<file path="src/sv/blm_pkg.sv">
`timescale 1ns / 1ps
// shared constants for the battery level monitor
package blm_pkg;

    typedef logic [1:0] level_t;

    localparam level_t LEVEL_LOW  = 2'd0;
    localparam level_t LEVEL_MED  = 2'd1;
    localparam level_t LEVEL_HIGH = 2'd2;

    localparam int CFG_IDX_W = 3;
    typedef logic [CFG_IDX_W-1:0] cfg_idx_t;

    localparam cfg_idx_t CFG_FULL_SCALE = 3'd0;
    localparam cfg_idx_t CFG_ADC_BITS   = 3'd1;
    localparam cfg_idx_t CFG_LOW_TH     = 3'd2;
    localparam cfg_idx_t CFG_HIGH_TH    = 3'd3;
    localparam cfg_idx_t CFG_HYST       = 3'd4;
    localparam cfg_idx_t CFG_WINDOW     = 3'd5;

    localparam int MV_W      = 16;
    localparam int RAW_W     = 16;
    localparam int BITS_W    = 5;
    localparam int WIN_CFG_W = 6;
    localparam int IN_DATA_W  = 16;
    localparam int OUT_DATA_W = 40;

    localparam logic [BITS_W-1:0] ADC_BITS_MIN = 5'd8;
    localparam logic [BITS_W-1:0] ADC_BITS_MAX = 5'd16;

    localparam logic [MV_W-1:0]      RST_FULL_SCALE = 16'd3300;
    localparam logic [BITS_W-1:0]    RST_ADC_BITS   = 5'd12;
    localparam logic [MV_W-1:0]      RST_LOW_TH     = 16'd3300;
    localparam logic [MV_W-1:0]      RST_HIGH_TH    = 16'd4000;
    localparam logic [MV_W-1:0]      RST_HYST       = 16'd100;
    localparam logic [WIN_CFG_W-1:0] RST_WINDOW     = 6'd8;

endpackage

</file>
<file path="src/sv/battery_level_monitor.sv">
`timescale 1ns / 1ps
// battery level monitor: serial scaling, moving average and hysteresis level
//
// One ADC code per transaction is scaled to millivolts, averaged over a ring of
// window_length samples and classified low, medium or high with hysteresis once
// the ring is full. One item is worked at a time: from acceptance to the next
// acceptance it passes a 2-bit-per-cycle multiplier, 16 steps of the
// bit-serial divider for the scaling, a ring and sum update, Q divider steps
// for the average, where Q = 16 + max(1, clog2(MAX_WINDOW)), an output state
// that waits for the master side and an idle state in which the next
// transaction is taken. A new item is taken while a finished
// result still waits on the master side. Writing window_length clears the
// averaging state and keeps the level; no clearing pass is needed after reset.
module battery_level_monitor
    import blm_pkg::*;
#(
    parameter int MAX_WINDOW = 32
) (
    input  logic                  aclk,
    input  logic                  aresetn,
    input  logic                  s_tvalid,
    output logic                  s_tready,
    input  logic [IN_DATA_W-1:0]  s_tdata,   // raw_sample
    output logic                  m_tvalid,
    input  logic                  m_tready,
    // sample_mv, average_mv, battery_level, level_changed, averaging_ready, zero pad
    output logic [OUT_DATA_W-1:0] m_tdata,
    input  logic                  cfg_we,
    input  logic [CFG_IDX_W-1:0]  cfg_index,
    input  logic [MV_W-1:0]       cfg_wdata
);

    localparam int PTR_W = (MAX_WINDOW > 1) ? $clog2(MAX_WINDOW) : 1;
    localparam int CNT_W = $clog2(MAX_WINDOW + 1);
    localparam int SUM_W = MV_W + PTR_W;
    localparam int QW    = (SUM_W > MV_W) ? SUM_W : MV_W;
    localparam int STEP_W = $clog2(QW + 1);
    localparam int PROD_W = 2 * MV_W;
    localparam int MUL_STEPS = RAW_W / 2;

    localparam logic [2:0] ST_IDLE = 3'd0;
    localparam logic [2:0] ST_MUL  = 3'd1;
    localparam logic [2:0] ST_DIV1 = 3'd2;
    localparam logic [2:0] ST_SUM  = 3'd3;
    localparam logic [2:0] ST_DIV2 = 3'd4;
    localparam logic [2:0] ST_DONE = 3'd5;

    logic [MV_W-1:0]      fs_reg, low_reg, high_reg, hyst_reg;
    logic [BITS_W-1:0]    bits_reg;
    logic [WIN_CFG_W-1:0] win_cfg_reg;

    logic [2:0]           state_reg, state_next;
    logic [STEP_W-1:0]    step_reg;
    logic [RAW_W-1:0]     raw_sh_reg;
    logic [PROD_W-1:0]    acc_reg;
    logic [MV_W-1:0]      rem_reg;
    logic [QW-1:0]        quo_reg;
    logic [MV_W-1:0]      divisor_reg;
    logic [MV_W-1:0]      sample_reg;
    logic [MV_W-1:0]      rd_reg;

    logic [PTR_W-1:0]     wp_reg;
    logic [CNT_W-1:0]     fill_reg;
    logic [SUM_W-1:0]     sum_reg;
    level_t               level_reg;

    logic                 m_tvalid_reg;
    logic [OUT_DATA_W-1:0] m_tdata_reg;

    logic [MV_W-1:0]      ring [MAX_WINDOW];

    // effective settings
    logic [BITS_W-1:0]    bits_eff;
    logic [MV_W-1:0]      maxcode;
    logic [RAW_W-1:0]     raw_clamped;
    logic [CNT_W-1:0]     win_eff;
    logic                 ring_full;
    logic [CNT_W:0]       wp_inc;

    always_comb begin
        if (bits_reg < ADC_BITS_MIN) begin
            bits_eff = ADC_BITS_MIN;
        end else if (bits_reg > ADC_BITS_MAX) begin
            bits_eff = ADC_BITS_MAX;
        end else begin
            bits_eff = bits_reg;
        end
        maxcode = {MV_W{1'b1}} >> (ADC_BITS_MAX - bits_eff);
        raw_clamped = (s_tdata > maxcode) ? maxcode : s_tdata;
        if (win_cfg_reg == '0) begin
            win_eff = CNT_W'(1);
        end else if (32'(win_cfg_reg) > MAX_WINDOW) begin
            win_eff = CNT_W'(MAX_WINDOW);
        end else begin
            win_eff = CNT_W'(win_cfg_reg);
        end
        ring_full = (fill_reg >= win_eff);
        wp_inc = (CNT_W+1)'(wp_reg) + (CNT_W+1)'(1);
    end

    // radix-4 multiply step
    logic [1:0]        mul_digit;
    logic [MV_W+1:0]   mul_part;
    logic [PROD_W-1:0] acc_next;

    always_comb begin
        mul_digit = raw_sh_reg[RAW_W-1 -: 2];
        mul_part = (mul_digit[0] ? (MV_W+2)'(fs_reg) : '0)
                 + (mul_digit[1] ? {1'b0, fs_reg, 1'b0} : '0);
        acc_next = {acc_reg[PROD_W-3:0], 2'b00} + PROD_W'(mul_part);
    end

    // restoring divider step, one quotient bit per cycle
    logic [MV_W:0]   div_trial;
    logic            div_ge;
    logic [MV_W-1:0] rem_next;
    logic [QW-1:0]   quo_next;

    always_comb begin
        div_trial = {rem_reg, quo_reg[QW-1]};
        div_ge = (div_trial >= {1'b0, divisor_reg});
        rem_next = div_ge ? MV_W'(div_trial - {1'b0, divisor_reg}) : div_trial[MV_W-1:0];
        quo_next = {quo_reg[QW-2:0], div_ge};
    end

    // level decision on the finished average
    logic [MV_W-1:0] avg;
    logic            ready;
    logic [MV_W:0]   low_plus_hyst, avg_plus_hyst;
    level_t          level_cur, level_new;

    always_comb begin
        avg = quo_reg[MV_W-1:0];
        ready = (fill_reg >= win_eff);
        low_plus_hyst = {1'b0, low_reg} + {1'b0, hyst_reg};
        avg_plus_hyst = {1'b0, avg} + {1'b0, hyst_reg};
        level_cur = (level_reg == LEVEL_LOW || level_reg == LEVEL_HIGH) ? level_reg : LEVEL_MED;
        level_new = level_cur;
        if (ready) begin
            unique case (level_cur)
                LEVEL_LOW: begin
                    if ({1'b0, avg} >= low_plus_hyst) level_new = LEVEL_MED;
                end
                LEVEL_HIGH: begin
                    if (avg_plus_hyst <= {1'b0, high_reg}) level_new = LEVEL_MED;
                end
                default: begin
                    if (avg <= low_reg) begin
                        level_new = LEVEL_LOW;
                    end else if (avg >= high_reg) begin
                        level_new = LEVEL_HIGH;
                    end
                end
            endcase
        end
    end

    logic out_free;
    assign out_free = !m_tvalid_reg || m_tready;

    always_comb begin
        state_next = state_reg;
        unique case (state_reg)
            ST_IDLE: if (s_tvalid) state_next = ST_MUL;
            ST_MUL:  if (step_reg == '0) state_next = ST_DIV1;
            ST_DIV1: if (step_reg == '0) state_next = ST_SUM;
            ST_SUM:  state_next = ST_DIV2;
            ST_DIV2: if (step_reg == '0) state_next = ST_DONE;
            ST_DONE: if (out_free) state_next = ST_IDLE;
            default: state_next = ST_IDLE;
        endcase
    end

    // sample ring
    always_ff @(posedge aclk) begin
        if (state_reg == ST_SUM) begin
            ring[wp_reg] <= sample_reg;
        end
        rd_reg <= ring[wp_reg];
    end

    // datapath
    always_ff @(posedge aclk) begin
        unique case (state_reg)
            ST_IDLE: begin
                raw_sh_reg <= raw_clamped;
                acc_reg <= '0;
                divisor_reg <= maxcode;
                step_reg <= STEP_W'(MUL_STEPS - 1);
            end
            ST_MUL: begin
                acc_reg <= acc_next;
                raw_sh_reg <= {raw_sh_reg[RAW_W-3:0], 2'b00};
                if (step_reg == '0) begin
                    rem_reg <= acc_next[PROD_W-1:MV_W];
                    quo_reg <= {acc_next[MV_W-1:0], {(QW-MV_W){1'b0}}};
                    step_reg <= STEP_W'(MV_W - 1);
                end else begin
                    step_reg <= step_reg - 1'b1;
                end
            end
            ST_DIV1: begin
                rem_reg <= rem_next;
                quo_reg <= quo_next;
                if (step_reg == '0) begin
                    sample_reg <= quo_next[MV_W-1:0];
                end else begin
                    step_reg <= step_reg - 1'b1;
                end
            end
            ST_SUM: begin
                rem_reg <= '0;
                quo_reg <= QW'(sum_reg - (ring_full ? SUM_W'(rd_reg) : '0)
                               + SUM_W'(sample_reg));
                divisor_reg <= MV_W'(ring_full ? fill_reg : fill_reg + 1'b1);
                step_reg <= STEP_W'(QW - 1);
            end
            ST_DIV2: begin
                rem_reg <= rem_next;
                quo_reg <= quo_next;
                if (step_reg != '0) step_reg <= step_reg - 1'b1;
            end
            ST_DONE: begin
                if (out_free) begin
                    m_tdata_reg <= {4'b0000, ready, (level_new != level_cur), level_new,
                                    avg, sample_reg};
                end
            end
            default: begin
                step_reg <= '0;
            end
        endcase
    end

    // control and averaging state
    always_ff @(posedge aclk) begin
        if (!aresetn) begin
            state_reg    <= ST_IDLE;
            fs_reg       <= RST_FULL_SCALE;
            bits_reg     <= RST_ADC_BITS;
            low_reg      <= RST_LOW_TH;
            high_reg     <= RST_HIGH_TH;
            hyst_reg     <= RST_HYST;
            win_cfg_reg  <= RST_WINDOW;
            wp_reg       <= '0;
            fill_reg     <= '0;
            sum_reg      <= '0;
            level_reg    <= LEVEL_MED;
            m_tvalid_reg <= 1'b0;
        end else begin
            state_reg <= state_next;
            if (cfg_we) begin
                unique case (cfg_index)
                    CFG_FULL_SCALE: fs_reg <= cfg_wdata;
                    CFG_ADC_BITS:   bits_reg <= cfg_wdata[BITS_W-1:0];
                    CFG_LOW_TH:     low_reg <= cfg_wdata;
                    CFG_HIGH_TH:    high_reg <= cfg_wdata;
                    CFG_HYST:       hyst_reg <= cfg_wdata;
                    CFG_WINDOW: begin
                        win_cfg_reg <= cfg_wdata[WIN_CFG_W-1:0];
                        wp_reg <= '0;
                        fill_reg <= '0;
                        sum_reg <= '0;
                    end
                    default: ;
                endcase
            end
            if (state_reg == ST_SUM) begin
                sum_reg <= sum_reg - (ring_full ? SUM_W'(rd_reg) : '0) + SUM_W'(sample_reg);
                wp_reg <= (wp_inc >= (CNT_W+1)'(win_eff)) ? '0 : PTR_W'(wp_inc);
                if (!ring_full) fill_reg <= fill_reg + 1'b1;
            end
            if (state_reg == ST_DONE && out_free) begin
                level_reg <= level_new;
                m_tvalid_reg <= 1'b1;
            end else if (m_tready) begin
                m_tvalid_reg <= 1'b0;
            end
        end
    end

    assign s_tready = (state_reg == ST_IDLE);
    assign m_tvalid = m_tvalid_reg;
    assign m_tdata  = m_tdata_reg;

endmodule

</file>
<file path="config.mk">
export PLATFORM = sky130hd
export DESIGN_NAME = battery_level_monitor
export DESIGN_NICKNAME = d
export VERILOG_FILES = /design/src/sv/blm_pkg.sv /design/src/sv/battery_level_monitor.sv
export SDC_FILE = /design/constraint.sdc
export NUM_CORES = 1
export LEC_CHECK = 0
export BUFFER_PORTS_ARGS = -buffer_cell sky130_fd_sc_hd__clkbuf_2
export CAP_MARGIN = 15
export CORE_UTILIZATION = 45
export DETAILED_ROUTE_END_ITERATION = 6
export GPL_ROUTABILITY_DRIVEN = 1
export GPL_TIMING_DRIVEN = 0
export SETUP_SLACK_MARGIN = 0.2
export SYNTH_ARGS = -nofsm -noshare
export SYNTH_HDL_FRONTEND = slang
export SYNTH_SLANG_ARGS = --single-unit
</file>
<file path="constraint.sdc">
create_clock -name aclk -period 6.3 [get_ports aclk]
set_input_delay 1.26 -clock aclk [delete_from_list [all_inputs] [get_ports aclk]]
set_output_delay 1.26 -clock aclk [all_outputs]
set_load 0.01 [all_outputs]
</file>
==> key figures <==
Worst setup path
  – Critical Path AT: 6100 ps
  – CP top delay family: simple AND/OR/NAND/NOR gates
  – Critical path buffers and inverters: 4
  – Setup crit start kind: flip-flop
  – Crit end category: flip-flop
  – Crit Path Max Fanout: 10
  – R2R depth: 25
  – Reg2reg end: quo_reg[18]
  – Levels on crit path: 25
  – Max incr delay on CP: around 480 ps
  – WP data required: ~6700 ps
  – R2R setup slack: approximately 580 ps
  – RR Startpoint: win_cfg_reg[3]
  – Crit Path Class: reg -> reg
  – Highest-delay cell along the critical path: fa_1

Synth
  – Post-synth ARST share: 0%
  – Syn avg cell area: about 13 um^2
  – Synthesis-stage register bit count: 797
  – Largest area contributor in the netlist: edfxtp_1
  – Post-synth top area share: approximately 53%
  – Synth warn: 0
  – Main synth FF type: edfxtp_1
  – Syn Inst Count: between 2000 and 3000
  – Distinct cells, synth: 74
  – Post-synthesis sequential area ratio: about three fifths
  – Top cells by area, synth: edfxtp_1 (53%), mux4_2 (7.7%), dfxtp_1 (6.9%)
  – Number of flops mapped to enable cells by yosys: about 670
  – Post-Syn Area: 37580 um^2

Power and ir drop
  – Cell leakage power: approximately 0.016 uW
  – PD cells: about 260 nW/um^2
  – Maximum vdd drop: approximately 0.00029 V

Global route
  – First-pass GRT wire length: 153700 um
  – Pin count of the biggest net entering global routing: 35
  – Vias in the first global route: between 20000 and 25000
  – Number of antenna violations at the first check in global routing: 5
  – Global route overflow: 0
  – Gr usage total: 24.41%

Drt
  – DRC errors left: 0
  – Detailed Route Iter0 Violations: roughly 2200
  – ANT nets after route: 0
  – Total Wirelength: approximately 100000 um
  – Average wire per standard cell: approximately 25 um
  – Drt pass-1 iters: 5
  – Routed via count: 24090
  – Via-to-Cell Ratio: between 5 and 6

Layout
  – Most frequent cells in the layout: edfxtp_1 (668), nand2_1 (268), ha_1 (189)
  – Finished Core Util: around 52%
  – Antenna cells: 0
  – Area growth syn-to-layout: 15.06%
  – Fin area: 43250 um^2
  – Most common cell after layout, fill and taps aside: edfxtp_1
  – Max FFs per register: approximately 510
  – Layout cells sized above 1: about 15%
  – Nets: 3267
  – Post-Layout Cell Count: about 4100

CTS
  – Clk sink count: between 700 and 800
  – Clock transition at path regs: ~60 ps
  – Num CTS Buffers: 84
  – CTS Root Cell: clkbuf_16
  – Htree depth: 3
  – Hold_buf cts: 0
  – Clock Latency Late Sink: between 600 and 700 ps
  – Max clock buf depth: 3
  – CTS tree: done

Timing
  – Setup Viol. Count Final: 0
  – Worst Tran Pin Value: 1187 ps
  – Clk_skew: about 44 ps
  – Setup TNS: 0 ps
  – Final period util: between 90 and 100%
  – Fmax: approximately 0.17 GHz
  – Final min period: between 5000 and 6000 ps
  – Slew margin rel.: between 20% and 30%
  – Slew Limit Fails: 0
  – Final Hold Viols: 0
  – Hold_ws: about 470 ps
  – RSZ-0062 raised after global routing: no

Min path
  – Hold depth: 2
  – Hold endpoint: sum_reg[3]
  – Hold Startpoint: sum_reg[3]
  – Hold Path Class: reg -> reg

Floorplan
  – Die Ht: roughly 290 um
  – Die X: 291 um
  – Die area: around 85000 um^2
  – Row cnt: approximately 110
  – Starting density of the core: between 40% and 50%
  – I/O pins: 82
  – Core region area: around 82000 um^2

Job
  – MaxCap Viol Count: 0

Placed design
  – Hpwl dp: between 70000 and 80000 um
  – Area after DPL: around 40000 um^2
  – Placer Congestion: slightly above 0.9
  – Placed Cells incl. Taps: about 4000
  – Port Buffers: 76

Status
  – Status: completed
-- power breakdown --
group	internal [uW]	switching (uW)
sequential	5710	35.0
clock	2790	2160
combinational	260	396
-- worst max-delay path by stage --
stage | slack, ps | startpoint | end
after floorplan | 1570 | win_cfg_reg[1] | quo_reg[11]
after global placement | 250 | win_cfg_reg[3] | quo_reg[20]
after detailed placement | 200 | win_cfg_reg[3] | quo_reg[18]
after CTS | 510 | win_cfg_reg[3] | quo_reg[18]
after global routing | 250 | win_cfg_reg[2] | quo_reg[11]
final | 580 | win_cfg_reg[3] | quo_reg[18]
-- cells in the mapped netlist (6+ instances only) --
library cell,instances
o21bai_1,9
o21ai_1,14
buf_2,9
clkbuf_1,89
nand3_1,48
a22oi_1,76
nand2_1,268
nor3_1,25
o21ai_0,73
nor4_1,6
fa_1,34
xor2_1,46
buf_1,12
mux4_2,128
nor2b_1,36
nand4_1,31
o211ai_1,26
o22ai_1,16
a21boi_0,70
nor2_1,154
a211oi_1,17
ha_1,189
and2_1,67
edfxtp_1,668
a21o_1,35
a31oi_1,13
and3_1,22
nand3b_1,6
nand2b_1,30
o21a_1,16
xnor2_1,44
inv_1,162
a21oi_1,117
or2_2,8
mux2i_1,25
dfxtp_1,129
or3_1,7
-- metal layers --
metal / up-vias / track usage (%) / part of all wire [%]
li1: 10870 / - / -
met3: 215 / 3.657 / 6.1
met2: 829 / 40.05 / 48
met4: 4 / 10.67 / 4.5
met1: 12180 / 32.28 / 41
met5: - / 0 / 0.021
-- through the flow --
step	total power [uW]	worst slack, ps
2_1_floorplan	6306	1570
6_report	11350	582.3
3_3_place_gp	6490	251.9
5_1_grt	11710	252.0
4_1_cts	11420	511.2
3_5_place_dp	6507	204.6
-- worst reg2reg max path: cells and delay by family, from the launching register on --
| kind | cells | cell delay (ps) |
|---|---|---|
| fa+ha+maj | 3 | 1060 |
| compound gates | 7 | 1330 |
| flops | 1 | 360 |
| buf+inv | 4 | 790 |
| simple gates | 10 | 1830 |
| xor+xnor | 1 | 90 |
-- what timing repair did --
item / in CTS / in global routing
setup endpoints to repair: 1 / 6
gates resized for setup: 1 / 3
pin swaps: 0 / 0
hold endpoints to repair: 0 / 0
buffers inserted: 0 / 0
-- final cells by class --
cell class                 instances  area (um^2)
fill                            6851        39130
sequential                       797        22640
multi-input combinational       1715        13990
clock buffer                     107         2220
timing repair buffer             129         1435
tap                             1070         1339
inverter                         163        611.8
clock inverter                    51        549.3
buffer                           114        456.7
-- kinds of logic after synthesis --
logic type	Yosys count	synth area share, %
AND/OR/NAND/NOR	724	9.108
flip-flops	797	60.24
XOR/XNOR	90	2.097
multiplexers	153	8.336
adder cells (fa/ha/maj)	223	8.103
buffers and inverters	277	2.836
other	1	0.009977
AO/OA/AOI/OAI	521	9.268
(Power assumes the default switching activity.)
